$ cat src/rtl/tcal_pkg.sv
package tcal_pkg;

    // field widths
    localparam int TYPE_W    = 5;
    localparam int CODE_W    = 6;
    localparam int RAW_W     = 12;
    localparam int PRES_W    = RAW_W + 1;
    localparam int CFG_IDX_W = 3;
    localparam int CFG_W     = 12;
    localparam int SX_W      = 9;
    localparam int SY_W      = 8;
    localparam int PHASE_W   = 2;
    localparam int OUT_W     = 16;

    // arithmetic widths
    localparam int FRAC_BITS = 16;
    localparam int COEF_W    = 40;
    localparam int CLO_W     = 20;
    localparam int CHI_W     = COEF_W - CLO_W;
    localparam int MA_W      = 25;
    localparam int MB_W      = 13;
    localparam int P_W       = MA_W + MB_W;
    localparam int ACC_W     = 56;
    localparam int NUM_W     = 37;
    localparam int DET_W     = 28;
    localparam int DIV_W     = NUM_W + FRAC_BITS;
    localparam int CNT_W     = $clog2(DIV_W);
    localparam int UOP_W     = 5;

    localparam logic [TYPE_W-1:0] ABS_TYPE = 5'd3;
    localparam logic [CODE_W-1:0] CODE_X   = 6'd0;
    localparam logic [CODE_W-1:0] CODE_Y   = 6'd1;
    localparam logic [CODE_W-1:0] CODE_P   = 6'd24;

    localparam logic [PHASE_W-1:0] PHASE_RUN = 2'd3;
    localparam logic [PHASE_W-1:0] PHASE_P2  = 2'd2;

    typedef enum logic [CFG_IDX_W-1:0] {
        CFG_THRESH = 3'd0,
        CFG_RX0    = 3'd1,
        CFG_RX1    = 3'd2,
        CFG_RX2    = 3'd3,
        CFG_RY0    = 3'd4,
        CFG_RY1    = 3'd5,
        CFG_RY2    = 3'd6
    } cfg_reg_t;

    // multiplier operand sources
    typedef enum logic [3:0] {
        A_DX0, A_DX1, A_DS0, A_DS1, A_X0, A_X1, A_X2, A_TMP, A_CLO, A_CHI
    } a_sel_t;

    typedef enum logic [3:0] {
        B_DY0, B_DY1, B_DS1, B_DX1, B_Y0, B_Y1, B_Y2, B_S0, B_S1, B_S2,
        B_RX, B_RY, B_ONE
    } b_sel_t;

    typedef struct packed {
        a_sel_t      a_sel;
        b_sel_t      b_sel;
        logic        tmp;    // product goes to the temp register
        logic        clr;    // accumulator starts from zero
        logic        neg;    // subtract the product
        logic        sh20;   // product weighted by 2^20
        logic [1:0]  cofs;   // coefficient offset within an axis
    } uop_t;

    // micro program layout
    localparam logic [UOP_W-1:0] UOP_DET_FIRST  = 5'd0;
    localparam logic [UOP_W-1:0] UOP_DET_LAST   = 5'd1;
    localparam logic [UOP_W-1:0] UOP_NUM0_FIRST = 5'd2;
    localparam logic [UOP_W-1:0] UOP_NUM0_LAST  = 5'd3;
    localparam logic [UOP_W-1:0] UOP_NUM1_FIRST = 5'd4;
    localparam logic [UOP_W-1:0] UOP_NUM1_LAST  = 5'd5;
    localparam logic [UOP_W-1:0] UOP_NUM2_FIRST = 5'd6;
    localparam logic [UOP_W-1:0] UOP_NUM2_LAST  = 5'd17;
    localparam logic [UOP_W-1:0] UOP_RUN_FIRST  = 5'd18;
    localparam logic [UOP_W-1:0] UOP_RUN_LAST   = 5'd23;

    typedef struct packed {
        logic               take;
        logic               cap;
        logic [1:0]         pt_idx;
        uop_t               uop;
        logic               axis;
        logic               mul;
        logic               acc;
        logic               det_load;
        logic               div_init;
        logic               div_step;
        logic               coef_wr;
        logic [2:0]         coef_idx;
        logic               fin;
        logic               out_load;
        logic [PHASE_W-1:0] res_phase;
        logic               res_cap;
        logic               res_err;
        logic               res_run;
    } cmd_t;

    typedef struct packed {
        logic capture;
        logic det_zero;
    } st_t;

    function automatic uop_t mk(input a_sel_t a, input b_sel_t b, input logic tmp,
                                input logic clr, input logic neg, input logic sh,
                                input logic [1:0] cofs);
        uop_t u;
        u.a_sel = a;
        u.b_sel = b;
        u.tmp   = tmp;
        u.clr   = clr;
        u.neg   = neg;
        u.sh20  = sh;
        u.cofs  = cofs;
        return u;
    endfunction

    function automatic uop_t uop_rom(input logic [UOP_W-1:0] idx);
        uop_t u;
        case (idx)
            // determinant
            5'd0:    u = mk(A_DX0, B_DY1, 1'b0, 1'b1, 1'b0, 1'b0, 2'd0);
            5'd1:    u = mk(A_DX1, B_DY0, 1'b0, 1'b0, 1'b1, 1'b0, 2'd0);
            // first numerator
            5'd2:    u = mk(A_DS0, B_DY1, 1'b0, 1'b1, 1'b0, 1'b0, 2'd0);
            5'd3:    u = mk(A_DS1, B_DY0, 1'b0, 1'b0, 1'b1, 1'b0, 2'd0);
            // second numerator
            5'd4:    u = mk(A_DX0, B_DS1, 1'b0, 1'b1, 1'b0, 1'b0, 2'd0);
            5'd5:    u = mk(A_DS0, B_DX1, 1'b0, 1'b0, 1'b1, 1'b0, 2'd0);
            // offset numerator as six triple products
            5'd6:    u = mk(A_X2, B_Y0, 1'b1, 1'b0, 1'b0, 1'b0, 2'd0);
            5'd7:    u = mk(A_TMP, B_S1, 1'b0, 1'b1, 1'b0, 1'b0, 2'd0);
            5'd8:    u = mk(A_X1, B_Y0, 1'b1, 1'b0, 1'b0, 1'b0, 2'd0);
            5'd9:    u = mk(A_TMP, B_S2, 1'b0, 1'b0, 1'b1, 1'b0, 2'd0);
            5'd10:   u = mk(A_X0, B_Y1, 1'b1, 1'b0, 1'b0, 1'b0, 2'd0);
            5'd11:   u = mk(A_TMP, B_S2, 1'b0, 1'b0, 1'b0, 1'b0, 2'd0);
            5'd12:   u = mk(A_X2, B_Y1, 1'b1, 1'b0, 1'b0, 1'b0, 2'd0);
            5'd13:   u = mk(A_TMP, B_S0, 1'b0, 1'b0, 1'b1, 1'b0, 2'd0);
            5'd14:   u = mk(A_X1, B_Y2, 1'b1, 1'b0, 1'b0, 1'b0, 2'd0);
            5'd15:   u = mk(A_TMP, B_S0, 1'b0, 1'b0, 1'b0, 1'b0, 2'd0);
            5'd16:   u = mk(A_X0, B_Y2, 1'b1, 1'b0, 1'b0, 1'b0, 2'd0);
            5'd17:   u = mk(A_TMP, B_S1, 1'b0, 1'b0, 1'b1, 1'b0, 2'd0);
            // affine transform of one axis
            5'd18:   u = mk(A_CLO, B_RX, 1'b0, 1'b1, 1'b0, 1'b0, 2'd0);
            5'd19:   u = mk(A_CHI, B_RX, 1'b0, 1'b0, 1'b0, 1'b1, 2'd0);
            5'd20:   u = mk(A_CLO, B_RY, 1'b0, 1'b0, 1'b0, 1'b0, 2'd1);
            5'd21:   u = mk(A_CHI, B_RY, 1'b0, 1'b0, 1'b0, 1'b1, 2'd1);
            5'd22:   u = mk(A_CLO, B_ONE, 1'b0, 1'b0, 1'b0, 1'b0, 2'd2);
            5'd23:   u = mk(A_CHI, B_ONE, 1'b0, 1'b0, 1'b0, 1'b1, 2'd2);
            default: u = mk(A_DX0, B_DY0, 1'b0, 1'b0, 1'b0, 1'b0, 2'd0);
        endcase
        return u;
    endfunction

endpackage

$ cat src/rtl/tcal_dp.sv
module tcal_dp (
    input  logic                          clk,
    input  logic                          rst_n,
    input  logic [tcal_pkg::TYPE_W-1:0]   event_type,
    input  logic [tcal_pkg::CODE_W-1:0]   event_code,
    input  logic [tcal_pkg::RAW_W-1:0]    event_value,
    input  logic                          cfg_we,
    input  logic [tcal_pkg::CFG_IDX_W-1:0] cfg_index,
    input  logic [tcal_pkg::CFG_W-1:0]    cfg_data,
    input  tcal_pkg::cmd_t                cmd,
    output tcal_pkg::st_t                 st,
    output logic [tcal_pkg::PHASE_W-1:0]  phase,
    output logic                          point_captured,
    output logic                          cal_error,
    output logic signed [tcal_pkg::OUT_W-1:0] touch_x,
    output logic signed [tcal_pkg::OUT_W-1:0] touch_y,
    output logic                          pressed
);
    import tcal_pkg::*;

    logic [CFG_W-1:0]          thresh_reg;
    logic [SX_W-1:0]           refx_reg [3];
    logic [SY_W-1:0]           refy_reg [3];
    logic [RAW_W-1:0]          rx_reg, ry_reg;
    logic signed [PRES_W-1:0]  pres_reg;
    logic [RAW_W-1:0]          ptx_reg [3];
    logic [RAW_W-1:0]          pty_reg [3];
    logic signed [COEF_W-1:0]  coef_reg [6];
    logic signed [P_W-1:0]     prod_reg;
    logic signed [MA_W-1:0]    tmp_reg;
    logic signed [ACC_W-1:0]   acc_reg;
    logic signed [DET_W-1:0]   det_reg;
    logic [DIV_W-1:0]          dn_reg;
    logic [DET_W:0]            dr_reg;
    logic [DET_W-1:0]          dd_reg;
    logic                      dneg_reg;
    logic signed [OUT_W-1:0]   tx_reg, ty_reg;

    // event decode
    logic                      absolute;
    logic [RAW_W-1:0]          x_next, y_next;
    logic signed [PRES_W-1:0]  pres_next;

    assign absolute  = (event_type == ABS_TYPE);
    assign x_next    = (absolute && event_code == CODE_X) ? event_value : rx_reg;
    assign y_next    = (absolute && event_code == CODE_Y) ? event_value : ry_reg;
    assign pres_next = (absolute && event_code == CODE_P) ? $signed({1'b0, event_value})
                                                          : pres_reg;
    assign st.capture = absolute && (pres_next == '0);
    assign st.det_zero = (acc_reg == '0);

    always_ff @(posedge clk or negedge rst_n) begin
        if (!rst_n)
        begin
            thresh_reg  <= 12'd180;
            refx_reg[0] <= 9'd50;
            refx_reg[1] <= 9'd150;
            refx_reg[2] <= 9'd300;
            refy_reg[0] <= 8'd100;
            refy_reg[1] <= 8'd50;
            refy_reg[2] <= 8'd200;
        end
        else if (cfg_we)
        begin
            case (cfg_reg_t'(cfg_index))
                CFG_THRESH: thresh_reg  <= cfg_data;
                CFG_RX0:    refx_reg[0] <= cfg_data[SX_W-1:0];
                CFG_RX1:    refx_reg[1] <= cfg_data[SX_W-1:0];
                CFG_RX2:    refx_reg[2] <= cfg_data[SX_W-1:0];
                CFG_RY0:    refy_reg[0] <= cfg_data[SY_W-1:0];
                CFG_RY1:    refy_reg[1] <= cfg_data[SY_W-1:0];
                CFG_RY2:    refy_reg[2] <= cfg_data[SY_W-1:0];
                default:    ;
            endcase
        end
    end

    always_ff @(posedge clk or negedge rst_n) begin
        if (!rst_n)
        begin
            rx_reg   <= '0;
            ry_reg   <= '0;
            pres_reg <= '1;
            for (int i = 0; i < 3; i++)
            begin
                ptx_reg[i] <= '0;
                pty_reg[i] <= '0;
            end
        end
        else if (cmd.take)
        begin
            rx_reg   <= x_next;
            ry_reg   <= y_next;
            pres_reg <= cmd.cap ? '1 : pres_next;
            if (cmd.cap)
            begin
                ptx_reg[cmd.pt_idx] <= x_next;
                pty_reg[cmd.pt_idx] <= y_next;
            end
        end
    end

    // operand selection
    logic [SX_W-1:0]          s0, s1, s2;
    logic signed [MB_W-1:0]   dx0, dx1, dy0, dy1;
    logic signed [SX_W:0]     ds0, ds1;
    logic [2:0]               cidx;
    logic signed [COEF_W-1:0] csel;
    logic signed [MA_W-1:0]   a_op;
    logic signed [MB_W-1:0]   b_op;

    assign s0 = cmd.axis ? {1'b0, refy_reg[0]} : refx_reg[0];
    assign s1 = cmd.axis ? {1'b0, refy_reg[1]} : refx_reg[1];
    assign s2 = cmd.axis ? {1'b0, refy_reg[2]} : refx_reg[2];
    assign dx0 = $signed({1'b0, ptx_reg[0]}) - $signed({1'b0, ptx_reg[2]});
    assign dx1 = $signed({1'b0, ptx_reg[1]}) - $signed({1'b0, ptx_reg[2]});
    assign dy0 = $signed({1'b0, pty_reg[0]}) - $signed({1'b0, pty_reg[2]});
    assign dy1 = $signed({1'b0, pty_reg[1]}) - $signed({1'b0, pty_reg[2]});
    assign ds0 = $signed({1'b0, s0}) - $signed({1'b0, s2});
    assign ds1 = $signed({1'b0, s1}) - $signed({1'b0, s2});
    assign cidx = cmd.axis ? ({1'b0, cmd.uop.cofs} + 3'd3) : {1'b0, cmd.uop.cofs};
    assign csel = coef_reg[cidx];

    always_comb begin
        case (cmd.uop.a_sel)
            A_DX0:   a_op = MA_W'(dx0);
            A_DX1:   a_op = MA_W'(dx1);
            A_DS0:   a_op = MA_W'(ds0);
            A_DS1:   a_op = MA_W'(ds1);
            A_X0:    a_op = $signed({{(MA_W-RAW_W){1'b0}}, ptx_reg[0]});
            A_X1:    a_op = $signed({{(MA_W-RAW_W){1'b0}}, ptx_reg[1]});
            A_X2:    a_op = $signed({{(MA_W-RAW_W){1'b0}}, ptx_reg[2]});
            A_TMP:   a_op = tmp_reg;
            A_CLO:   a_op = $signed({{(MA_W-CLO_W){1'b0}}, csel[CLO_W-1:0]});
            A_CHI:   a_op = MA_W'($signed(csel[COEF_W-1:CLO_W]));
            default: a_op = '0;
        endcase
        case (cmd.uop.b_sel)
            B_DY0:   b_op = dy0;
            B_DY1:   b_op = dy1;
            B_DS1:   b_op = MB_W'(ds1);
            B_DX1:   b_op = dx1;
            B_Y0:    b_op = $signed({1'b0, pty_reg[0]});
            B_Y1:    b_op = $signed({1'b0, pty_reg[1]});
            B_Y2:    b_op = $signed({1'b0, pty_reg[2]});
            B_S0:    b_op = $signed({{(MB_W-SX_W){1'b0}}, s0});
            B_S1:    b_op = $signed({{(MB_W-SX_W){1'b0}}, s1});
            B_S2:    b_op = $signed({{(MB_W-SX_W){1'b0}}, s2});
            B_RX:    b_op = $signed({1'b0, rx_reg});
            B_RY:    b_op = $signed({1'b0, ry_reg});
            B_ONE:   b_op = MB_W'(1);
            default: b_op = '0;
        endcase
    end

    // multiply then accumulate
    logic signed [ACC_W-1:0] prod_ext, addend, acc_base;

    assign prod_ext = {{(ACC_W-P_W){prod_reg[P_W-1]}}, prod_reg};
    assign addend   = cmd.uop.sh20 ? (prod_ext <<< CLO_W) : prod_ext;
    assign acc_base = cmd.uop.clr ? '0 : acc_reg;

    always_ff @(posedge clk) begin
        if (cmd.mul)
            prod_reg <= a_op * b_op;
        if (cmd.acc)
        begin
            if (cmd.uop.tmp)
                tmp_reg <= prod_reg[MA_W-1:0];
            else
                acc_reg <= cmd.uop.neg ? (acc_base - addend) : (acc_base + addend);
        end
        if (cmd.det_load)
            det_reg <= acc_reg[DET_W-1:0];
    end

    // restoring divider, one quotient bit a cycle
    logic signed [ACC_W-1:0] acc_mag;
    logic signed [DET_W-1:0] det_mag;
    logic [DET_W:0]          dr_sh;
    logic                    dge;

    assign acc_mag = acc_reg[ACC_W-1] ? -acc_reg : acc_reg;
    assign det_mag = det_reg[DET_W-1] ? -det_reg : det_reg;
    assign dr_sh   = {dr_reg[DET_W-1:0], dn_reg[DIV_W-1]};
    assign dge     = (dr_sh >= {1'b0, dd_reg});

    always_ff @(posedge clk) begin
        if (cmd.div_init)
        begin
            dn_reg   <= {acc_mag[NUM_W-1:0], {FRAC_BITS{1'b0}}};
            dr_reg   <= '0;
            dd_reg   <= det_mag;
            dneg_reg <= acc_reg[ACC_W-1] ^ det_reg[DET_W-1];
        end
        else if (cmd.div_step)
        begin
            dn_reg <= {dn_reg[DIV_W-2:0], dge};
            dr_reg <= dge ? (dr_sh - {1'b0, dd_reg}) : dr_sh;
        end
    end

    // quotient to coefficient with saturation
    logic                    qsat;
    logic signed [COEF_W-1:0] qmag, qval;

    assign qsat = |dn_reg[DIV_W-1:COEF_W-1];
    assign qmag = $signed(dn_reg[COEF_W-1:0]);
    always_comb begin
        if (qsat)
            qval = dneg_reg ? {1'b1, {(COEF_W-1){1'b0}}} : {1'b0, {(COEF_W-1){1'b1}}};
        else
            qval = dneg_reg ? -qmag : qmag;
    end

    always_ff @(posedge clk or negedge rst_n) begin
        if (!rst_n)
        begin
            for (int i = 0; i < 6; i++)
                coef_reg[i] <= '0;
        end
        else if (cmd.coef_wr)
            coef_reg[cmd.coef_idx] <= qval;
    end

    // scale down, truncate toward zero, saturate to 16 bits
    logic signed [ACC_W-1:0] acc_adj, acc_q;
    logic                    q_fits;
    logic signed [OUT_W-1:0] q16;

    assign acc_adj = acc_reg + (acc_reg[ACC_W-1] ? ACC_W'((1 << FRAC_BITS) - 1) : '0);
    assign acc_q   = acc_adj >>> FRAC_BITS;
    assign q_fits  = (acc_q[ACC_W-1:OUT_W-1] == '0) || (acc_q[ACC_W-1:OUT_W-1] == '1);
    assign q16     = q_fits ? acc_q[OUT_W-1:0]
                            : (acc_q[ACC_W-1] ? {1'b1, {(OUT_W-1){1'b0}}}
                                              : {1'b0, {(OUT_W-1){1'b1}}});

    always_ff @(posedge clk) begin
        if (cmd.fin)
        begin
            if (cmd.axis)
                ty_reg <= q16;
            else
                tx_reg <= q16;
        end
    end

    // result register
    logic is_pressed;

    assign is_pressed = (pres_reg >= $signed({1'b0, thresh_reg}));

    always_ff @(posedge clk) begin
        if (cmd.out_load)
        begin
            phase          <= cmd.res_phase;
            point_captured <= cmd.res_cap;
            cal_error      <= cmd.res_err;
            touch_x        <= cmd.res_run ? tx_reg : '0;
            touch_y        <= cmd.res_run ? ty_reg : '0;
            pressed        <= cmd.res_run ? is_pressed : 1'b0;
        end
    end

endmodule

$ cat src/rtl/tcal_ctrl.sv
module tcal_ctrl (
    input  logic          clk,
    input  logic          rst_n,
    input  logic          s_tvalid,
    output logic          s_tready,
    output logic          m_tvalid,
    input  logic          m_tready,
    input  tcal_pkg::st_t st,
    output tcal_pkg::cmd_t cmd
);
    import tcal_pkg::*;

    typedef enum logic [3:0] {
        S_IDLE, S_MUL, S_ACC, S_CHK, S_DIVI, S_DIV, S_WR, S_FIN, S_EMIT
    } state_t;

    typedef enum logic [1:0] {PG_DET, PG_NUM, PG_RUN} prog_t;

    state_t             state_reg, state_next;
    prog_t              prog_reg, prog_next;
    logic [UOP_W-1:0]   idx_reg, idx_next, last_reg, last_next;
    logic               axis_reg, axis_next;
    logic [1:0]         k_reg, k_next;
    logic [CNT_W-1:0]   cnt_reg, cnt_next;
    logic [PHASE_W-1:0] phase_reg, phase_next;
    logic               cap_reg, cap_next, err_reg, err_next, run_reg, run_next;
    logic               mvalid_reg, mvalid_next;
    logic               accept;

    function automatic logic [UOP_W-1:0] num_first(input logic [1:0] k);
        case (k)
            2'd0:    return UOP_NUM0_FIRST;
            2'd1:    return UOP_NUM1_FIRST;
            default: return UOP_NUM2_FIRST;
        endcase
    endfunction

    function automatic logic [UOP_W-1:0] num_last(input logic [1:0] k);
        case (k)
            2'd0:    return UOP_NUM0_LAST;
            2'd1:    return UOP_NUM1_LAST;
            default: return UOP_NUM2_LAST;
        endcase
    endfunction

    assign s_tready = (state_reg == S_IDLE);
    assign m_tvalid = mvalid_reg;
    assign accept   = s_tvalid && s_tready;

    always_comb begin
        state_next  = state_reg;
        prog_next   = prog_reg;
        idx_next    = idx_reg;
        last_next   = last_reg;
        axis_next   = axis_reg;
        k_next      = k_reg;
        cnt_next    = cnt_reg;
        phase_next  = phase_reg;
        cap_next    = cap_reg;
        err_next    = err_reg;
        run_next    = run_reg;
        mvalid_next = mvalid_reg && !m_tready;

        cmd           = '0;
        cmd.uop       = uop_rom(idx_reg);
        cmd.axis      = axis_reg;
        cmd.pt_idx    = phase_reg;
        cmd.coef_idx  = axis_reg ? ({1'b0, k_reg} + 3'd3) : {1'b0, k_reg};
        cmd.res_phase = phase_reg;
        cmd.res_cap   = cap_reg;
        cmd.res_err   = err_reg;
        cmd.res_run   = run_reg;

        case (state_reg)
            S_IDLE:
            begin
                if (accept)
                begin
                    cmd.take = 1'b1;
                    cmd.cap  = (phase_reg != PHASE_RUN) && st.capture;
                    cap_next = cmd.cap;
                    err_next = 1'b0;
                    run_next = 1'b0;
                    if (phase_reg == PHASE_RUN)
                    begin
                        prog_next  = PG_RUN;
                        axis_next  = 1'b0;
                        idx_next   = UOP_RUN_FIRST;
                        last_next  = UOP_RUN_LAST;
                        state_next = S_MUL;
                    end
                    else if (cmd.cap && phase_reg == PHASE_P2)
                    begin
                        prog_next  = PG_DET;
                        idx_next   = UOP_DET_FIRST;
                        last_next  = UOP_DET_LAST;
                        state_next = S_MUL;
                    end
                    else
                    begin
                        if (cmd.cap)
                            phase_next = phase_reg + 2'd1;
                        state_next = S_EMIT;
                    end
                end
            end
            S_MUL:
            begin
                cmd.mul    = 1'b1;
                state_next = S_ACC;
            end
            S_ACC:
            begin
                cmd.acc = 1'b1;
                if (idx_reg == last_reg)
                begin
                    case (prog_reg)
                        PG_DET:  state_next = S_CHK;
                        PG_NUM:  state_next = S_DIVI;
                        default: state_next = S_FIN;
                    endcase
                end
                else
                begin
                    idx_next   = idx_reg + 5'd1;
                    state_next = S_MUL;
                end
            end
            S_CHK:
            begin
                cmd.det_load = 1'b1;
                if (st.det_zero)
                begin
                    phase_next = '0;
                    cap_next   = 1'b1;
                    err_next   = 1'b1;
                    state_next = S_EMIT;
                end
                else
                begin
                    prog_next  = PG_NUM;
                    axis_next  = 1'b0;
                    k_next     = 2'd0;
                    idx_next   = UOP_NUM0_FIRST;
                    last_next  = UOP_NUM0_LAST;
                    state_next = S_MUL;
                end
            end
            S_DIVI:
            begin
                cmd.div_init = 1'b1;
                cnt_next     = '0;
                state_next   = S_DIV;
            end
            S_DIV:
            begin
                cmd.div_step = 1'b1;
                cnt_next     = cnt_reg + 1'b1;
                if (cnt_reg == CNT_W'(DIV_W - 1))
                    state_next = S_WR;
            end
            S_WR:
            begin
                cmd.coef_wr = 1'b1;
                if (k_reg == 2'd2 && axis_reg)
                begin
                    phase_next = PHASE_RUN;
                    cap_next   = 1'b1;
                    state_next = S_EMIT;
                end
                else
                begin
                    if (k_reg == 2'd2)
                    begin
                        axis_next = 1'b1;
                        k_next    = 2'd0;
                    end
                    else
                        k_next = k_reg + 2'd1;
                    idx_next   = num_first(k_next);
                    last_next  = num_last(k_next);
                    state_next = S_MUL;
                end
            end
            S_FIN:
            begin
                cmd.fin = 1'b1;
                if (!axis_reg)
                begin
                    axis_next  = 1'b1;
                    idx_next   = UOP_RUN_FIRST;
                    state_next = S_MUL;
                end
                else
                begin
                    run_next   = 1'b1;
                    state_next = S_EMIT;
                end
            end
            S_EMIT:
            begin
                if (!mvalid_reg || m_tready)
                begin
                    cmd.out_load = 1'b1;
                    mvalid_next  = 1'b1;
                    state_next   = S_IDLE;
                end
            end
            default: state_next = S_IDLE;
        endcase
    end

    always_ff @(posedge clk or negedge rst_n) begin
        if (!rst_n)
        begin
            state_reg  <= S_IDLE;
            prog_reg   <= PG_DET;
            idx_reg    <= '0;
            last_reg   <= '0;
            axis_reg   <= 1'b0;
            k_reg      <= '0;
            cnt_reg    <= '0;
            phase_reg  <= '0;
            cap_reg    <= 1'b0;
            err_reg    <= 1'b0;
            run_reg    <= 1'b0;
            mvalid_reg <= 1'b0;
        end
        else
        begin
            state_reg  <= state_next;
            prog_reg   <= prog_next;
            idx_reg    <= idx_next;
            last_reg   <= last_next;
            axis_reg   <= axis_next;
            k_reg      <= k_next;
            cnt_reg    <= cnt_next;
            phase_reg  <= phase_next;
            cap_reg    <= cap_next;
            err_reg    <= err_next;
            run_reg    <= run_next;
            mvalid_reg <= mvalid_next;
        end
    end

endmodule

$ cat src/rtl/touch_three_point_calibrator.sv
// three point touchscreen calibrator
// s_* channel takes one touch event per item; m_* channel gives one result per item
// cfg_we/cfg_index/cfg_data write the press threshold and the three screen targets
// (index 0 threshold, 1..3 target x, 4..6 target y); write only while idle
// after reset the block collects three points, each ended by an absolute event
// that leaves the pressure latch at zero; the third point starts the solve
// steps from accept to result in the output register:
//   collecting event: straight to the emit state, which loads the result
//   run phase event: two passes of six multiply-accumulate steps
//   third point: determinant, then six numerators, each with a restoring division
// one item is in flight at a time; s_tready is high only while idle
// a result waits in the output register while m_tready is low, and the next
// item is taken meanwhile; its result is held back until the register frees
// reset zeroes x/y latches, calibration points and coefficients, sets pressure to
// all ones, loads default targets and threshold, starts collection at the first point
module touch_three_point_calibrator (
    input  logic        clk,
    input  logic        rst_n,
    input  logic        s_tvalid,
    output logic        s_tready,
    input  logic [23:0] s_tdata,   // event_type, event_code, event_value, pad
    output logic        m_tvalid,
    input  logic        m_tready,
    output logic [39:0] m_tdata,   // phase, point_captured, cal_error, touch_x, touch_y,
                                   // pressed, pad
    input  logic        cfg_we,
    input  logic [tcal_pkg::CFG_IDX_W-1:0] cfg_index,
    input  logic [tcal_pkg::CFG_W-1:0]     cfg_data
);
    import tcal_pkg::*;

    cmd_t                    cmd;
    st_t                     st;
    logic [PHASE_W-1:0]      phase;
    logic                    point_captured, cal_error, pressed;
    logic signed [OUT_W-1:0] touch_x, touch_y;

    // controller: sequencing of capture, solve and transform
    tcal_ctrl u_ctrl (
        .clk      (clk),
        .rst_n    (rst_n),
        .s_tvalid (s_tvalid),
        .s_tready (s_tready),
        .m_tvalid (m_tvalid),
        .m_tready (m_tready),
        .st       (st),
        .cmd      (cmd)
    );

    // datapath: latches, shared multiplier, divider, result register
    tcal_dp u_dp (
        .clk            (clk),
        .rst_n          (rst_n),
        .event_type     (s_tdata[4:0]),
        .event_code     (s_tdata[10:5]),
        .event_value    (s_tdata[22:11]),
        .cfg_we         (cfg_we),
        .cfg_index      (cfg_index),
        .cfg_data       (cfg_data),
        .cmd            (cmd),
        .st             (st),
        .phase          (phase),
        .point_captured (point_captured),
        .cal_error      (cal_error),
        .touch_x        (touch_x),
        .touch_y        (touch_y),
        .pressed        (pressed)
    );

    assign m_tdata = {3'b000, pressed, touch_y, touch_x, cal_error, point_captured, phase};

    // an accepted item blocks intake on the next cycle
    a_busy_after_accept: assert property (@(posedge clk) disable iff (!rst_n)
        (s_tvalid && s_tready) |=> !s_tready)
        else $error("intake open right after accept");

    // a failed solve always reports a captured point
    a_err_has_cap: assert property (@(posedge clk) disable iff (!rst_n)
        (m_tvalid && cal_error) |-> point_captured)
        else $error("cal_error without point_captured");

    // a failed solve restarts at the first point
    a_err_phase: assert property (@(posedge clk) disable iff (!rst_n)
        (m_tvalid && cal_error) |-> (phase == '0))
        else $error("cal_error with nonzero phase");

    // press reports only in run phase
    a_press_run: assert property (@(posedge clk) disable iff (!rst_n)
        (m_tvalid && pressed) |-> (phase == PHASE_RUN))
        else $error("pressed outside run phase");

endmodule
$ cat config.mk
export PLATFORM = sky130hd
export DESIGN_NAME = touch_three_point_calibrator
export DESIGN_NICKNAME = d
export VERILOG_FILES = /design/src/rtl/tcal_pkg.sv /design/src/rtl/tcal_dp.sv /design/src/rtl/tcal_ctrl.sv /design/src/rtl/touch_three_point_calibrator.sv
export SDC_FILE = /design/constraint.sdc
export NUM_CORES = 2
export LEC_CHECK = 0
export BUFFER_PORTS_ARGS = -buffer_cell sky130_fd_sc_hd__buf_2
export CAP_MARGIN = 15
export CORE_MARGIN = 3
export CORE_UTILIZATION = 55
export CTS_BUF_LIST = sky130_fd_sc_hd__clkbuf_16
export CTS_CLUSTER_DIAMETER = 30
export CTS_CLUSTER_SIZE = 30
export DETAILED_ROUTE_END_ITERATION = 8
export PLACE_DENSITY = 0.72
export SETUP_SLACK_MARGIN = 0.05
export SLEW_MARGIN = 20
export SYNTH_ARGS = -nofsm -noshare
export SYNTH_HDL_FRONTEND = slang
export SYNTH_SLANG_ARGS = --single-unit
$ cat constraint.sdc
create_clock -name clk -period 21.9 [get_ports clk]
set_input_delay 4.38 -clock clk [delete_from_list [all_inputs] [get_ports clk]]
set_output_delay 4.38 -clock clk [all_outputs]
set_load 0.05 [all_outputs]
==> results.md <==
- Initial DRT Pass Iterations: 8
- CP most frequent cell: fa_1
- Crit path DAT: 12.91 ns
- Clk_skew: about 0.037 ns
- Reg2Reg Depth: 37
- R2r setup slk: 9.46 ns
- Worst skew pair latency: 0.75 ns
- Yosys top cell area share: 18.08%
- Buf/Inv on CP: 4
- Maximum vdd ir drop: between 0.05 and 0.06 mV
- RSZ-0062 raised after global routing: no
- Critical path's slowest cell: nand2_1
- Vias per inst: between 6 and 7
- Layout cells sized above 1: 12.46%
- Most frequent cells after synthesis: nand2_1, o21ai_0, dfrtp_1
- Cell Area, Synth: 56050 sq um
- Number of remaining DRC errors: 0
- Setup bufs post-CTS: 0
- Layout area overhead: 11.51%
- CTS Hold Bufs: 0
- Clock sinks: ~770
- Synth Register Bits: 768
- Critical path endpoint: u_dp.prod_reg[37]
- Main synth FF type: dfrtp_1
- Initial antenna violation count: 2
- DPL Wire Length: 109000 um
- Root Driver: clkbuf_16
- # setup viols final: 0
- Post-synthesis sequential area ratio: 36.50%
- CTS tree: done
- Die area: between 100000 and 150000 sq um
- Placeable Area: 100600 sq um
- Final total power: 5.650 mW
- Normalized max-slew margin: 22.77%
- Crit path max-delay family: compound AO/OA/AOI/OAI gates
- Die Y-Extent: 325.2 um
- H-tree depth: 4
- Vias: approximately 45000
- DRT iter0 DRCs: between 4000 and 5000
- Worst r2r dst: u_dp.prod_reg[37]
- CTS max path bufs: 3
- CTS resizes: 0
- CP required: 22.36 ns
- Synth top area cells: dfrtp_1, edfxtp_1, fa_1, ha_1, nand2_1
- Ports: 86
- Worst setup SP type: flip-flop
- DIE WIDTH: 325.2 um
- Lkg Pwr: 27.02 nW
- Fin. Hold Viols: 0
- Max reg flops: 240
- Rows: 116
- Worst reg2reg startpoint: u_ctrl.idx_reg[0]
- Synth cell types: 114
- Critical path origin: u_ctrl.idx_reg[0]
- Layout fillers: 8193
- Grt total ovfl: 0
- Port buffer count: 81
- CTS buffer count: 146
- Path length in cells of the critical path: 37
- Hold slack: 0.4508 ns
- First-pass GRT wire length: 244900 um
- Gate Count Post-Synth: 5805
- Nets: roughly 6400
- Most common cell in the netlist: nand2_1
- Min cycle time layout: about 12 ns
- Power Density: 90.40 nW/um^2
- Post-synth EDFFs: between 200 and 300
- Fin crit share: 56.83%
- Worst-margin pin slew: ~1.1 ns
- GRT Overall Usage: between 20% and 30%
- FMAX: 80.35 MHz
- Final ANT Viol Nets: 0
- Status: complete, no violations
- CP endpoint kind: flip-flop
- Max-slew violations: 0
- Placer Congestion: 0.9463
- Max cap viols: 0
- Crit path max fanout: 23
- Reg clk slew, reported paths: 0.06 ns
- DRT Wirelength: between 150000 and 200000 um
- CP max stage delay: 0.74 ns
- Critical path class: reg -> reg
- FFs w/ async S/R, synth: 57.55%
- Yosys warns: 0
- Setup TNS Final: 0 ns
- Fin util: between 60% and 70%
- Synth area leader: dfrtp_1
- Drt wl/cell: 21.16 um
- Pin count of the biggest net entering global routing: roughly 150
- Min-delay worst type: reg -> reg
- Vias in the first global route: roughly 44000
- Mean Syn Cell Area: 9.655 sq um
- Initial Util: approximately 56%
==> per-stage QoR <==
step,cells,worst slack (ns),instance area (sq um)
after global routing,7289,8.693,62490
after detailed placement,7017,9.727,57580
final,7290,9.455,62490
after CTS,7288,9.653,62470
after global placement,7017,9.760,57580
after floorplan,5807,10.94,56050
==> routing by layer <==
| layer | vias to the layer above | track usage (%) | routed length [um] |
|---|---|---|---|
| met5 | - | 0 | 14 |
| met4 | 2 | 11.51 | 5753 |
| met3 | 345 | 4.698 | 10600 |
| met2 | 1640 | 45.85 | 71210 |
| met1 | 22156 | 40.06 | 66680 |
| li1 | 20437 | - | - |
==> worst register-to-register path: cells and delay by family, from the launching register on <==
family | cells | cell delay, ns
flops | 1 | 0.57
xor+xnor | 2 | 0.19
compound gates | 15 | 4.22
fa+ha+maj | 9 | 3.94
simple gates | 6 | 2.42
mux | 1 | 0.47
buf+inv | 4 | 0.37
==> worst min-delay path by stage <==
stage	depth (start not counted)	startpoint	end	slack, ns
2_1_floorplan	0	u_dp.acc_reg[16]	u_dp.det_reg[16]	0.42
3_3_place_gp	0	u_ctrl.err_reg	u_dp.cal_error	0.44
4_1_cts	0	u_ctrl.cap_reg	u_dp.point_captured	0.45
3_5_place_dp	0	u_ctrl.cap_reg	u_dp.point_captured	0.44
5_1_grt	0	u_ctrl.cap_reg	u_dp.point_captured	0.46
6_report	0	u_ctrl.err_reg	u_dp.cal_error	0.45
==> where the power goes <==
part           leakage, nW  internal, mW  total (mW)  switching, mW
sequential            8.82          1.63        1.72         0.0860
combinational         15.8         0.587        1.74           1.15
clock                 2.41          1.38        2.19          0.816
total                 27.0          3.59        5.65           2.06
==> logic make-up (layout without fill, tap and decap cells) <==
kind of cell	Yosys count	count (layout)	synth area share, %
other cells	1	4	0.006691
compound gates	1423	1423	15.88
mux	259	259	5.923
flops	768	768	36.50
fa+ha+maj	580	580	16.99
xor+xnor	299	299	4.720
simple gates	1800	1800	15.24
buf+inv	675	800	4.737
==> layout make-up <==
class / instances / area, sq um / share of cell area, %
Antenna cell: 1 / 2.502 / 0.004004
Clock buffer: 150 / 3754 / 6.006
Clock inverter: 121 / 1144 / 1.830
Inverter: 373 / 1400 / 2.240
Multi-Input combinational cell: 4364 / 33050 / 52.88
Sequential cell: 768 / 20460 / 32.74
Tap cell: 1357 / 1698 / 2.717
Timing Repair Buffer: 156 / 988.4 / 1.582
==> cell usage in the layout, fill, tap and decap left out, types with 20 or more instances in the layout <==
| cell type | n |
|---|---|
| a211oi_1 | 41 |
| a21o_1 | 79 |
| a21oi_1 | 300 |
| a22o_1 | 26 |
| a22oi_1 | 51 |
| a31oi_1 | 30 |
| and2_1 | 126 |
| and3_1 | 45 |
| buf_2 | 81 |
| buf_4 | 73 |
| clkbuf_16 | 150 |
| dfrtp_1 | 403 |
| dfstp_2 | 37 |
| dfxtp_1 | 44 |
| edfxtp_1 | 282 |
| fa_1 | 302 |
| ha_1 | 278 |
| inv_1 | 383 |
| inv_6 | 24 |
| mux2_2 | 141 |
| mux2i_1 | 74 |
| mux4_2 | 44 |
| nand2_1 | 829 |
| nand2b_1 | 53 |
| nand3_1 | 77 |
| nand4_1 | 33 |
| nor2_1 | 288 |
| nor2b_1 | 79 |
| nor3_1 | 87 |
| nor4_1 | 26 |
| o21a_1 | 31 |
| o21ai_0 | 539 |
| o21bai_1 | 23 |
| o22ai_1 | 40 |
| o31ai_1 | 46 |
| or2_2 | 20 |
| or3_1 | 32 |
| xnor2_1 | 184 |
| xor2_1 | 113 |
(Power assumes the default switching activity.)
